$ cat config.mk
export PLATFORM = sky130hd
export DESIGN_NAME = upstream_failure_tracker_top
export DESIGN_NICKNAME = d
export VERILOG_FILES = /design/src/uft_pkg.sv /design/src/upstream_failure_tracker_top.sv /design/src/uft_front.sv /design/src/uft_back.sv
export SDC_FILE = /design/constraint.sdc
export NUM_CORES = 2
export LEC_CHECK = 0
export BUFFER_PORTS_ARGS = -buffer_cell sky130_fd_sc_hd__buf_2
export CAP_MARGIN = 5
export CORE_MARGIN = 8
export CORE_UTILIZATION = 33
export CTS_CLUSTER_SIZE = 20
export DETAILED_ROUTE_END_ITERATION = 8
export PLACE_DENSITY_LB_ADDON = 0.25
export SLEW_MARGIN = 30
export SYNTH_ARGS = -nofsm -noshare
export SYNTH_HDL_FRONTEND = slang
export SYNTH_SLANG_ARGS = --single-unit
$ cat constraint.sdc
create_clock -name clk -period 23.5 [get_ports clk]
set_input_delay 1.175 -clock clk [delete_from_list [all_inputs] [get_ports clk]]
set_output_delay 1.175 -clock clk [all_outputs]
set_load 0.01 [all_outputs]
$ cat src/uft_pkg.sv
// Shared types, constants and sizes for the upstream failure tracker.
`default_nettype none
package uft_pkg;

	// Table size and time width
	localparam int NUM_ENTRIES = 64;
	localparam int TIME_BITS   = 32;
	localparam int ADDR_W      = (NUM_ENTRIES > 1) ? $clog2(NUM_ENTRIES) : 1;

	// Field widths
	localparam int INDEX_W    = 6;
	localparam int COUNT_W    = 16;
	localparam int THRESH_W   = 16;
	localparam int WINDOW_W   = 32;
	localparam int CFG_DATA_W = 32;
	localparam int CFG_INDEX_W = 1;
	localparam int CMP_W      = (TIME_BITS > WINDOW_W) ? TIME_BITS : WINDOW_W;

	// Queue depths (powers of two, pointers wrap naturally)
	localparam int CMDQ_DEPTH = 2;
	localparam int CMDQ_PTR_W = (CMDQ_DEPTH > 1) ? $clog2(CMDQ_DEPTH) : 1;
	localparam int CMDQ_CNT_W = $clog2(CMDQ_DEPTH + 1);
	localparam int RESQ_DEPTH = 2;
	localparam int RESQ_PTR_W = (RESQ_DEPTH > 1) ? $clog2(RESQ_DEPTH) : 1;
	localparam int RESQ_CNT_W = $clog2(RESQ_DEPTH + 1);

	// Opcodes
	localparam logic OP_MARK_DOWN = 1'b0;
	localparam logic OP_MARK_UP   = 1'b1;

	// Register indexes
	localparam logic [CFG_INDEX_W-1:0] REG_TRIP_LIMIT   = 1'd0;
	localparam logic [CFG_INDEX_W-1:0] REG_RETRY_WINDOW = 1'd1;

	// Register reset values
	localparam logic [THRESH_W-1:0] TRIP_LIMIT_RST   = 16'd10;
	localparam logic [WINDOW_W-1:0] RETRY_WINDOW_RST = 32'd300;

	// Classified event, front to back
	typedef struct packed {
		logic                 opcode;
		logic [ADDR_W-1:0]    addr;
		logic [INDEX_W-1:0]   index;
		logic                 is_retry;
		logic [TIME_BITS-1:0] now;
		logic                 ignored;
		logic                 in_range;
	} cmd_t;

	// One table entry
	typedef struct packed {
		logic [TIME_BITS-1:0] since;
		logic [COUNT_W-1:0]   count;
		logic                 available;
	} entry_t;

	localparam entry_t ENTRY_RESET = '{since: '0, count: '0, available: 1'b1};

	// One result
	typedef struct packed {
		logic [INDEX_W-1:0] index;
		logic               available;
		logic [COUNT_W-1:0] failures;
		logic               ignored;
	} res_t;

endpackage
`default_nettype wire

$ cat src/upstream_failure_tracker_top.sv
// Top level of the upstream failure tracker.
`default_nettype none
// Upstream failure tracker: a 64-entry health table, one entry per upstream,
// each holding the time of the first failure (zero means clean), a saturating
// 16-bit failure count and an available flag. Every event pushed in yields
// exactly one result item, in order, reporting the entry after the event
// (or as it stood, with ignored set, for events without a valid selection or
// selected through the API). Mark-down stamps or counts failures and clears
// available once the count reaches the trip limit; counting restarts at one
// once more than retry_window seconds have passed since the stamp. A failed
// retry only restamps the time. Mark-up clears the entry and makes it
// available. The back end reads the single-ported table, then updates it in
// its execute state before taking the next item; the front end takes an item
// per cycle until its 2-item queue is full, and a 2-item result queue lets
// the back end keep working while results wait. An accepted item passes the
// command queue, issue and the execute state before empty falls. The user
// writes registers (cfg_index 0: trip limit, 1: retry_window) only while the
// block is idle, not enforced; the table needs no clearing pass after reset.
module upstream_failure_tracker_top (
	input  wire logic                             clk,
	input  wire logic                             arst_n,
	// event side
	input  wire logic                             push,
	output logic                                  full,
	input  wire logic                             opcode,
	input  wire logic [uft_pkg::INDEX_W-1:0]      entry_index,
	input  wire logic                             is_retry,
	input  wire logic [31:0]                      now_seconds,
	input  wire logic                             selection_valid,
	input  wire logic                             api_selected,
	// result side
	output logic                                  empty,
	input  wire logic                             pop,
	output logic [uft_pkg::INDEX_W-1:0]           out_index,
	output logic                                  now_available,
	output logic [uft_pkg::COUNT_W-1:0]           failures,
	output logic                                  ignored,
	// settings
	input  wire logic                             cfg_write,
	input  wire logic [uft_pkg::CFG_INDEX_W-1:0]  cfg_index,
	input  wire logic [uft_pkg::CFG_DATA_W-1:0]   cfg_data
);

	logic            cmd_valid;
	logic            cmd_pop;
	uft_pkg::cmd_t   cmd_head;
	uft_pkg::res_t   res_head;

	// front: classify and queue items
	uft_front u_front (
		.clk             (clk),
		.arst_n          (arst_n),
		.push            (push),
		.full            (full),
		.opcode          (opcode),
		.entry_index     (entry_index),
		.is_retry        (is_retry),
		.now_seconds     (now_seconds),
		.selection_valid (selection_valid),
		.api_selected    (api_selected),
		.cmd_valid       (cmd_valid),
		.cmd_head        (cmd_head),
		.cmd_pop         (cmd_pop)
	);

	// back: table update and result queue
	uft_back u_back (
		.clk       (clk),
		.arst_n    (arst_n),
		.cmd_valid (cmd_valid),
		.cmd_head  (cmd_head),
		.cmd_pop   (cmd_pop),
		.cfg_write (cfg_write),
		.cfg_index (cfg_index),
		.cfg_data  (cfg_data),
		.res_empty (empty),
		.res_pop   (pop),
		.res_head  (res_head)
	);

	assign out_index     = res_head.index;
	assign now_available = res_head.available;
	assign failures      = res_head.failures;
	assign ignored       = res_head.ignored;

endmodule
`default_nettype wire

$ cat src/uft_front.sv
// Front end: accepts events, classifies them and queues them for the back end.
`default_nettype none
module uft_front (
	input  wire logic                         clk,
	input  wire logic                         arst_n,
	input  wire logic                         push,
	output logic                              full,
	input  wire logic                         opcode,
	input  wire logic [uft_pkg::INDEX_W-1:0]  entry_index,
	input  wire logic                         is_retry,
	input  wire logic [31:0]                  now_seconds,
	input  wire logic                         selection_valid,
	input  wire logic                         api_selected,
	output logic                              cmd_valid,
	output uft_pkg::cmd_t                     cmd_head,
	input  wire logic                         cmd_pop
);

	uft_pkg::cmd_t                       cmd_in;
	uft_pkg::cmd_t                       q_mem [uft_pkg::CMDQ_DEPTH];
	logic [uft_pkg::CMDQ_PTR_W-1:0]      wr_ptr_q;
	logic [uft_pkg::CMDQ_PTR_W-1:0]      rd_ptr_q;
	logic [uft_pkg::CMDQ_CNT_W-1:0]      cnt_q;
	logic                                push_ok;
	logic                                pop_ok;
	logic                                in_range;

	always_comb begin
		in_range        = (32'(entry_index) < 32'(uft_pkg::NUM_ENTRIES));
		cmd_in.opcode   = opcode;
		cmd_in.addr     = uft_pkg::ADDR_W'(entry_index);
		cmd_in.index    = entry_index;
		cmd_in.is_retry = is_retry;
		cmd_in.now      = uft_pkg::TIME_BITS'(now_seconds);
		cmd_in.ignored  = !selection_valid || api_selected || !in_range;
		cmd_in.in_range = in_range;
	end

	assign full      = (cnt_q == uft_pkg::CMDQ_CNT_W'(uft_pkg::CMDQ_DEPTH));
	assign cmd_valid = (cnt_q != '0);
	assign push_ok   = push && !full;
	assign pop_ok    = cmd_pop && cmd_valid;
	assign cmd_head  = q_mem[rd_ptr_q];

	always_ff @(posedge clk) begin
		if (push_ok) begin
			q_mem[wr_ptr_q] <= cmd_in;
		end
	end

	always_ff @(posedge clk or negedge arst_n) begin
		if (!arst_n) begin
			wr_ptr_q <= '0;
			rd_ptr_q <= '0;
			cnt_q    <= '0;
		end else begin
			if (push_ok) begin
				wr_ptr_q <= wr_ptr_q + 1'b1;
			end
			if (pop_ok) begin
				rd_ptr_q <= rd_ptr_q + 1'b1;
			end
			if (push_ok && !pop_ok) begin
				cnt_q <= cnt_q + 1'b1;
			end else if (pop_ok && !push_ok) begin
				cnt_q <= cnt_q - 1'b1;
			end
		end
	end

endmodule
`default_nettype wire

$ cat src/uft_back.sv
// Back end: health table, read-modify-write sequencer, settings and result queue.
`default_nettype none
module uft_back (
	input  wire logic                             clk,
	input  wire logic                             arst_n,
	input  wire logic                             cmd_valid,
	input  wire uft_pkg::cmd_t                    cmd_head,
	output logic                                  cmd_pop,
	input  wire logic                             cfg_write,
	input  wire logic [uft_pkg::CFG_INDEX_W-1:0]  cfg_index,
	input  wire logic [uft_pkg::CFG_DATA_W-1:0]   cfg_data,
	output logic                                  res_empty,
	input  wire logic                             res_pop,
	output uft_pkg::res_t                         res_head
);

	typedef enum logic [1:0] {
		ST_IDLE = 2'b01,
		ST_EXEC = 2'b10
	} state_t;

	state_t                              state_q;
	logic [uft_pkg::THRESH_W-1:0]        thresh_q;
	logic [uft_pkg::WINDOW_W-1:0]        window_q;

	uft_pkg::entry_t                     tbl [uft_pkg::NUM_ENTRIES];
	logic [uft_pkg::NUM_ENTRIES-1:0]     written_q;

	uft_pkg::cmd_t                       cmd_s1;
	uft_pkg::entry_t                     rd_s1;
	logic                                hit_s1;

	uft_pkg::entry_t                     cur;
	uft_pkg::entry_t                     nxt;
	logic [uft_pkg::COUNT_W-1:0]         new_count;
	logic [uft_pkg::TIME_BITS-1:0]       elapsed;
	logic                                window_passed;
	logic                                issue;
	logic                                exec;
	logic                                tbl_we;
	uft_pkg::res_t                       res_in;

	uft_pkg::res_t                       res_mem [uft_pkg::RESQ_DEPTH];
	logic [uft_pkg::RESQ_PTR_W-1:0]      res_wr_ptr_q;
	logic [uft_pkg::RESQ_PTR_W-1:0]      res_rd_ptr_q;
	logic [uft_pkg::RESQ_CNT_W-1:0]      res_cnt_q;
	logic                                res_pop_ok;

	// settings
	always_ff @(posedge clk or negedge arst_n) begin
		if (!arst_n) begin
			thresh_q <= uft_pkg::TRIP_LIMIT_RST;
			window_q <= uft_pkg::RETRY_WINDOW_RST;
		end else if (cfg_write) begin
			case (cfg_index)
				uft_pkg::REG_TRIP_LIMIT:   thresh_q <= cfg_data[uft_pkg::THRESH_W-1:0];
				uft_pkg::REG_RETRY_WINDOW: window_q <= cfg_data[uft_pkg::WINDOW_W-1:0];
				default: ;
			endcase
		end
	end

	// space is reserved at issue time; the queue only drains meanwhile
	assign issue   = (state_q == ST_IDLE) && cmd_valid &&
			(res_cnt_q != uft_pkg::RESQ_CNT_W'(uft_pkg::RESQ_DEPTH));
	assign exec    = (state_q == ST_EXEC);
	assign cmd_pop = issue;

	always_ff @(posedge clk or negedge arst_n) begin
		if (!arst_n) begin
			state_q <= ST_IDLE;
		end else begin
			case (state_q)
				ST_IDLE: begin
					if (issue) begin
						state_q <= ST_EXEC;
					end
				end
				ST_EXEC: state_q <= ST_IDLE;
				default: state_q <= ST_IDLE;
			endcase
		end
	end

	// table read, registered
	always_ff @(posedge clk) begin
		if (issue) begin
			cmd_s1 <= cmd_head;
			rd_s1  <= tbl[cmd_head.addr];
			hit_s1 <= written_q[cmd_head.addr];
		end
		if (tbl_we) begin
			tbl[cmd_s1.addr] <= nxt;
		end
	end

	// never-written entries read as the reset entry
	always_ff @(posedge clk or negedge arst_n) begin
		if (!arst_n) begin
			written_q <= '0;
		end else if (tbl_we) begin
			written_q[cmd_s1.addr] <= 1'b1;
		end
	end

	// entry update
	always_comb begin
		cur           = hit_s1 ? rd_s1 : uft_pkg::ENTRY_RESET;
		elapsed       = cmd_s1.now - cur.since;
		window_passed = (cmd_s1.now >= cur.since) &&
				(uft_pkg::CMP_W'(elapsed) > uft_pkg::CMP_W'(window_q));
		nxt           = cur;
		new_count     = '0;
		if (cmd_s1.opcode == uft_pkg::OP_MARK_UP) begin
			nxt = uft_pkg::ENTRY_RESET;
		end else begin
			if ((cur.since == '0) || cmd_s1.is_retry) begin
				nxt.since = cmd_s1.now;
				if (!cmd_s1.is_retry) begin
					nxt.count = uft_pkg::COUNT_W'(1);
					new_count = uft_pkg::COUNT_W'(1);
				end
			end else if (window_passed) begin
				nxt.since = cmd_s1.now;
				nxt.count = uft_pkg::COUNT_W'(1);
				new_count = uft_pkg::COUNT_W'(1);
			end else begin
				if (cur.count != '1) begin
					nxt.count = cur.count + 1'b1;
				end
				new_count = nxt.count;
			end
			// failed retry leaves new_count at zero: no threshold test
			if ((new_count != '0) && (new_count >= thresh_q)) begin
				nxt.available = 1'b0;
			end
		end
	end

	assign tbl_we = exec && !cmd_s1.ignored;

	always_comb begin
		res_in.index = cmd_s1.index;
		res_in.ignored = cmd_s1.ignored;
		if (!cmd_s1.in_range) begin
			res_in.available = 1'b0;
			res_in.failures  = '0;
		end else if (cmd_s1.ignored) begin
			res_in.available = cur.available;
			res_in.failures  = cur.count;
		end else begin
			res_in.available = nxt.available;
			res_in.failures  = nxt.count;
		end
	end

	// result queue
	assign res_empty  = (res_cnt_q == '0);
	assign res_pop_ok = res_pop && !res_empty;
	assign res_head   = res_mem[res_rd_ptr_q];

	always_ff @(posedge clk) begin
		if (exec) begin
			res_mem[res_wr_ptr_q] <= res_in;
		end
	end

	always_ff @(posedge clk or negedge arst_n) begin
		if (!arst_n) begin
			res_wr_ptr_q <= '0;
			res_rd_ptr_q <= '0;
			res_cnt_q    <= '0;
		end else begin
			if (exec) begin
				res_wr_ptr_q <= res_wr_ptr_q + 1'b1;
			end
			if (res_pop_ok) begin
				res_rd_ptr_q <= res_rd_ptr_q + 1'b1;
			end
			if (exec && !res_pop_ok) begin
				res_cnt_q <= res_cnt_q + 1'b1;
			end else if (res_pop_ok && !exec) begin
				res_cnt_q <= res_cnt_q - 1'b1;
			end
		end
	end

endmodule
`default_nettype wire
==> results.rst <==
.. list-table::
   :header-rows: 1

   * - Metric
     - Value
   * - Share of post-route cells with drive strength above 1
     - 10.7%
   * - Resized cells post-CTS
     - 0
   * - Number of global-route vias before repair
     - 89.9k
   * - Number of nets with antenna violations after routing
     - 0
   * - Die span in y
     - 669 um
   * - Fraction of synthesized cell area taken by the top area cell type
     - 71.5%
   * - Initial antenna violation count
     - 22
   * - Synth top area cells
     - sky130_fd_sc_hd__edfxtp_1 (72%), sky130_fd_sc_hd__nand2_1 (8.8%), sky130_fd_sc_hd__nand3_1 (5.9%)
   * - Cells after DPL
     - 16.4k
   * - Global placement routability congestion
     - 0.847
   * - Mapped cell area
     - 141,000 um2
   * - Number of ports placed on the die boundary
     - 106
   * - Top FF cell, synth
     - sky130_fd_sc_hd__edfxtp_1
   * - FF+latch count, synth
     - 3,479
   * - Number of enable flip-flop cells after synthesis
     - 3,357
   * - Vias per cell
     - 5.54
   * - Fin Clk Skew
     - 0.0749 ns
   * - Mapped Avg Cell Area
     - 12.8 um2
   * - Endpoint class of the critical path
     - flip-flop
   * - Hold violation count in the final report
     - 0
   * - Layout overhead on the synthesized area
     - 14.2%
   * - Wire length of the first global-routing pass
     - 672,000 um
   * - Delay of the slowest cell on the worst path
     - 0.90 ns
   * - Buffer levels on the longest clock path
     - 4
   * - Synthesized-area fraction occupied by adder cells
     - 0.769%
   * - Total power divided by cell area
     - 134 nW/um2
   * - Critical Path RT
     - 24.23 ns
   * - Combinational family with the most area after synthesis
     - simple AND/OR/NAND/NOR gates
   * - Tot Pwr
     - 21.6 mW
   * - Starting density of the core
     - 33.1%
   * - Core ar.
     - 426,000 um2
   * - Portion of the clock cycle consumed by the worst path in the final layout
     - 43.9%
   * - Max-slew violation count
     - 0
   * - Master cell of the clock root buffer
     - sky130_fd_sc_hd__clkbuf_16
   * - Largest area contributor in the netlist
     - sky130_fd_sc_hd__edfxtp_1
   * - Total negative slack for setup checks
     - 0 ns
   * - Finish-stage setup viols
     - 0
   * - Clock transition at the registers of the reported paths
     - 0.06 ns
   * - Floorplan die area
     - 448,000 um2
   * - Worst slew slack as a fraction of its limit
     - 24.9%
   * - Number of library cell types mapped by synthesis
     - 67
   * - Remaining routing DRC violations
     - 0
   * - Fmax achieved
     - 97.0 MHz
   * - Worst Setup Path Type
     - flip-flop to flip-flop
   * - Number of clock buffers inserted by TritonCTS
     - 365
   * - Register area share after synthesis
     - 73.7%
   * - Startpoint class of the critical path
     - flip-flop
   * - Global-route total usage across every layer
     - 20.4%
   * - Pin count of the biggest net entering global routing
     - 181
   * - Post-detailed-route wirelength per cell
     - 28.2 um
   * - Worst-skew pair later-pin latency
     - 0.98 ns
   * - Portion of netlist area occupied by mux cells
     - 0.812%
   * - Total routed wirelength
     - 480,000 um
   * - Period minus WS final
     - 10.31 ns
   * - Cts hold-fix bufs
     - 0
   * - HPWL after detailed placement
     - 253,000 um
   * - Peak ir drop on the vdd network
     - 0.126 mV
   * - Synthesized netlist net count
     - 11.2k
   * - Share of flip-flops with an asynchronous set or reset
     - 3.51%
   * - Critical path arrival
     - 11.03 ns
   * - Std-Cell Rows
     - 240
   * - Count of buffers added by post-CTS timing repair for setup
     - 0
   * - Status
     - finished, final reports clean
   * - Max-cap viol count
     - 0
   * - Total via count after detailed routing
     - 94.5k
   * - Post-Synth Simple-Gate Area
     - 17.0%
   * - Die span in x
     - 669 um
   * - Synth Area in Compound Gates
     - 5.10%
   * - Worst Tran Pin Value
     - 1.13 ns
   * - Net count of the finished layout
     - 11.2k
   * - Layout filler cell count
     - 40.2k
   * - Xor-xnor portion of the synthesized cell area
     - 0.280%
   * - Starting DRT DRC Count
     - 12.4k
   * - Initial DRT Pass Iterations
     - 6
   * - Max stage delay cell, worst path
     - sky130_fd_sc_hd__nor4_1
   * - H-Tree Level Count
     - 5
   * - Biggest fanout along the worst timing path
     - 62
   * - IO Port Bufs
     - 105
   * - Cells after synthesis
     - 11.0k
   * - Number of clock sinks
     - 3,479
   * - Finished Layout Cells
     - 17.0k
   * - GRT overflow
     - 0
   * - Warnings from Yosys
     - 0
   * - CTS tree
     - built
   * - Leakage component of the power
     - 55.4 nW
   * - Setup repair after global routing missed its margin
     - no
   * - Class of the worst hold path
     - input port to asynchronous set/reset pin
==> placed cells by master (no fill, tap or decap), types with 8 or more instances in the layout <==
master / synthesis / layout
sky130_fd_sc_hd__and3_1: 204 / 203
sky130_fd_sc_hd__mux2_2: 93 / 93
sky130_fd_sc_hd__o21ai_0: 50 / 50
sky130_fd_sc_hd__or2_2: 68 / 68
sky130_fd_sc_hd__diode_2: 0 / 12
sky130_fd_sc_hd__buf_4: 0 / 279
sky130_fd_sc_hd__a211oi_1: 9 / 9
sky130_fd_sc_hd__xor2_1: 17 / 17
sky130_fd_sc_hd__nand2b_1: 44 / 44
sky130_fd_sc_hd__o21a_1: 9 / 8
sky130_fd_sc_hd__dfrtp_1: 115 / 114
sky130_fd_sc_hd__buf_2: 92 / 104
sky130_fd_sc_hd__a21oi_1: 185 / 148
sky130_fd_sc_hd__nand4_1: 20 / 20
sky130_fd_sc_hd__clkinv_2: 0 / 67
sky130_fd_sc_hd__nor2_4: 0 / 75
sky130_fd_sc_hd__clkinvlp_4: 0 / 8
sky130_fd_sc_hd__clkbuf_16: 0 / 372
sky130_fd_sc_hd__o211ai_1: 11 / 11
sky130_fd_sc_hd__nand2_1: 3303 / 3303
sky130_fd_sc_hd__a21oi_4: 0 / 38
sky130_fd_sc_hd__nor3_1: 62 / 58
sky130_fd_sc_hd__nor4_1: 14 / 14
sky130_fd_sc_hd__clkbuf_8: 0 / 9
sky130_fd_sc_hd__clkbuf_1: 618 / 75
sky130_fd_sc_hd__buf_12: 0 / 20
sky130_fd_sc_hd__a31oi_1: 56 / 56
sky130_fd_sc_hd__xnor2_1: 28 / 28
sky130_fd_sc_hd__edfxtp_1: 3357 / 3357
sky130_fd_sc_hd__inv_6: 0 / 9
sky130_fd_sc_hd__and2_1: 12 / 12
sky130_fd_sc_hd__ha_1: 85 / 85
sky130_fd_sc_hd__nor2_1: 126 / 50
sky130_fd_sc_hd__nand3_1: 1658 / 1656
sky130_fd_sc_hd__bufinv_16: 0 / 24
sky130_fd_sc_hd__a311oi_1: 550 / 550
sky130_fd_sc_hd__clkinv_1: 1 / 81
sky130_fd_sc_hd__inv_1: 77 / 75
sky130_fd_sc_hd__a21o_1: 27 / 27
==> synthesized netlist by cell type (7+ instances only) <==
library cell and count:
sky130_fd_sc_hd__nor4_1 14, sky130_fd_sc_hd__clkbuf_1 618, sky130_fd_sc_hd__a32o_1 7, sky130_fd_sc_hd__mux2_2 93
sky130_fd_sc_hd__or2_2 68, sky130_fd_sc_hd__nand3_1 1658, sky130_fd_sc_hd__o21a_1 9, sky130_fd_sc_hd__nand2_1 3303
sky130_fd_sc_hd__dfstp_2 7, sky130_fd_sc_hd__nand4_1 20, sky130_fd_sc_hd__a311oi_1 550, sky130_fd_sc_hd__o21ai_0 50
sky130_fd_sc_hd__buf_1 42, sky130_fd_sc_hd__and2_1 12, sky130_fd_sc_hd__a211oi_1 9, sky130_fd_sc_hd__a21oi_1 185
sky130_fd_sc_hd__ha_1 85, sky130_fd_sc_hd__nor3_1 62, sky130_fd_sc_hd__nor2b_1 7, sky130_fd_sc_hd__a21o_1 27
sky130_fd_sc_hd__and3_1 204, sky130_fd_sc_hd__o211ai_1 11, sky130_fd_sc_hd__xor2_1 17, sky130_fd_sc_hd__dfrtp_1 115
sky130_fd_sc_hd__nand2b_1 44, sky130_fd_sc_hd__nand3b_1 7, sky130_fd_sc_hd__edfxtp_1 3357, sky130_fd_sc_hd__a31oi_1 56
sky130_fd_sc_hd__a22oi_1 7, sky130_fd_sc_hd__xnor2_1 28, sky130_fd_sc_hd__nor2_1 126, sky130_fd_sc_hd__inv_1 77
sky130_fd_sc_hd__buf_2 92
==> power breakdown <==
group	total [mW]	internal [mW]	switching (mW)
Clock	5.62	3.19	2.43
Sequential	8.52	8.34	0.174
Combinational	7.48	1.93	5.55
==> cell type report <==
cell class | count | area [um2] | share of cell area, %
Clock buffer | 456 | 9710 | 6.04
Inverter | 80 | 334 | 0.208
Timing Repair Buffer | 413 | 3190 | 1.99
Tap cell | 5687 | 7120 | 4.42
Sequential cell | 3479 | 104000 | 64.6
Multi-Input combinational cell | 6723 | 34900 | 21.7
Antenna cell | 12 | 30.0 | 0.0187
Clock inverter | 199 | 1710 | 1.06
==> sequential cells by signal, indices dropped and copies added (netlist names), 2 cells and up <==
name and cells:
u_back.rd_s1 49, u_back.res_mem 48, u_back.thresh_q 16, u_back.state_q 2, u_front.cnt_q 2, u_back.cmd_s1 41
u_back.window_q 32, u_back.tbl 3136, u_back.res_cnt_q 2, u_front.q_mem 82, u_back.written_q 64
==> path summary, 6_finish.rpt <==
| kind | from | slack, ns | cells after the start | endpoint |
|---|---|---|---|---|
| min reg2reg | u_back.written_q[52] | 0.47 | 1 | u_back.written_q[52] |
| max reg2reg | u_back.hit_s1 | 13.19 | 30 | u_back.tbl[63][0] |
| max | u_back.hit_s1 | 13.19 | 30 | u_back.tbl[63][0] |
| min in group clk | now_seconds[29] | 0.44 | 1 | u_front.q_mem[0][30] |
| min | arst_n | 0.25 | 1 | u_back.written_q[54] |
| max in group asynchronous | arst_n | 21.82 | 2 | u_front.rd_ptr_q |
==> routing by layer <==
layer / wire length [um] / vias up / track usage [%] / share of wire [%]
met5: 42 / - / 0 / 0.0087
met4: 18500 / 6 / 7.30 / 3.9
met3: 40300 / 860 / 3.28 / 8.4
met2: 222000 / 4481 / 33.0 / 46
met1: 199000 / 48505 / 28.0 / 41
li1: - / 40648 / - / -
==> critical path, delay by kind of cell, from the launching register on <==
family	cells	cell delay, ns
and+or+nand+nor	7	2.41
AOI/OAI and AO/OA	15	4.58
adders and majority gates	3	0.93
DFF	1	0.32
buffers and inverters	4	1.65
xor gates and xnor gates	1	0.10
==> metrics by stage <==
step,worst slack (ns),area [um2],hold slack (ns),utilization (%)
6_report,13.19,161000,0.252,37.8
4_1_cts,12.96,161000,0.222,37.7
2_1_floorplan,15.31,141000,0.439,-
5_1_grt,12.90,161000,0.258,37.7
3_5_place_dp,12.99,149000,0.453,35.1
3_3_place_gp,12.88,149000,0.451,35.0
==> cell families after synthesis <==
group,after synthesis
simple gates,5545
fa+ha+maj,86
flops,3479
mux,101
xor+xnor,45
buf+inv,832
compound gates,946
(Power assumes the default switching activity.)
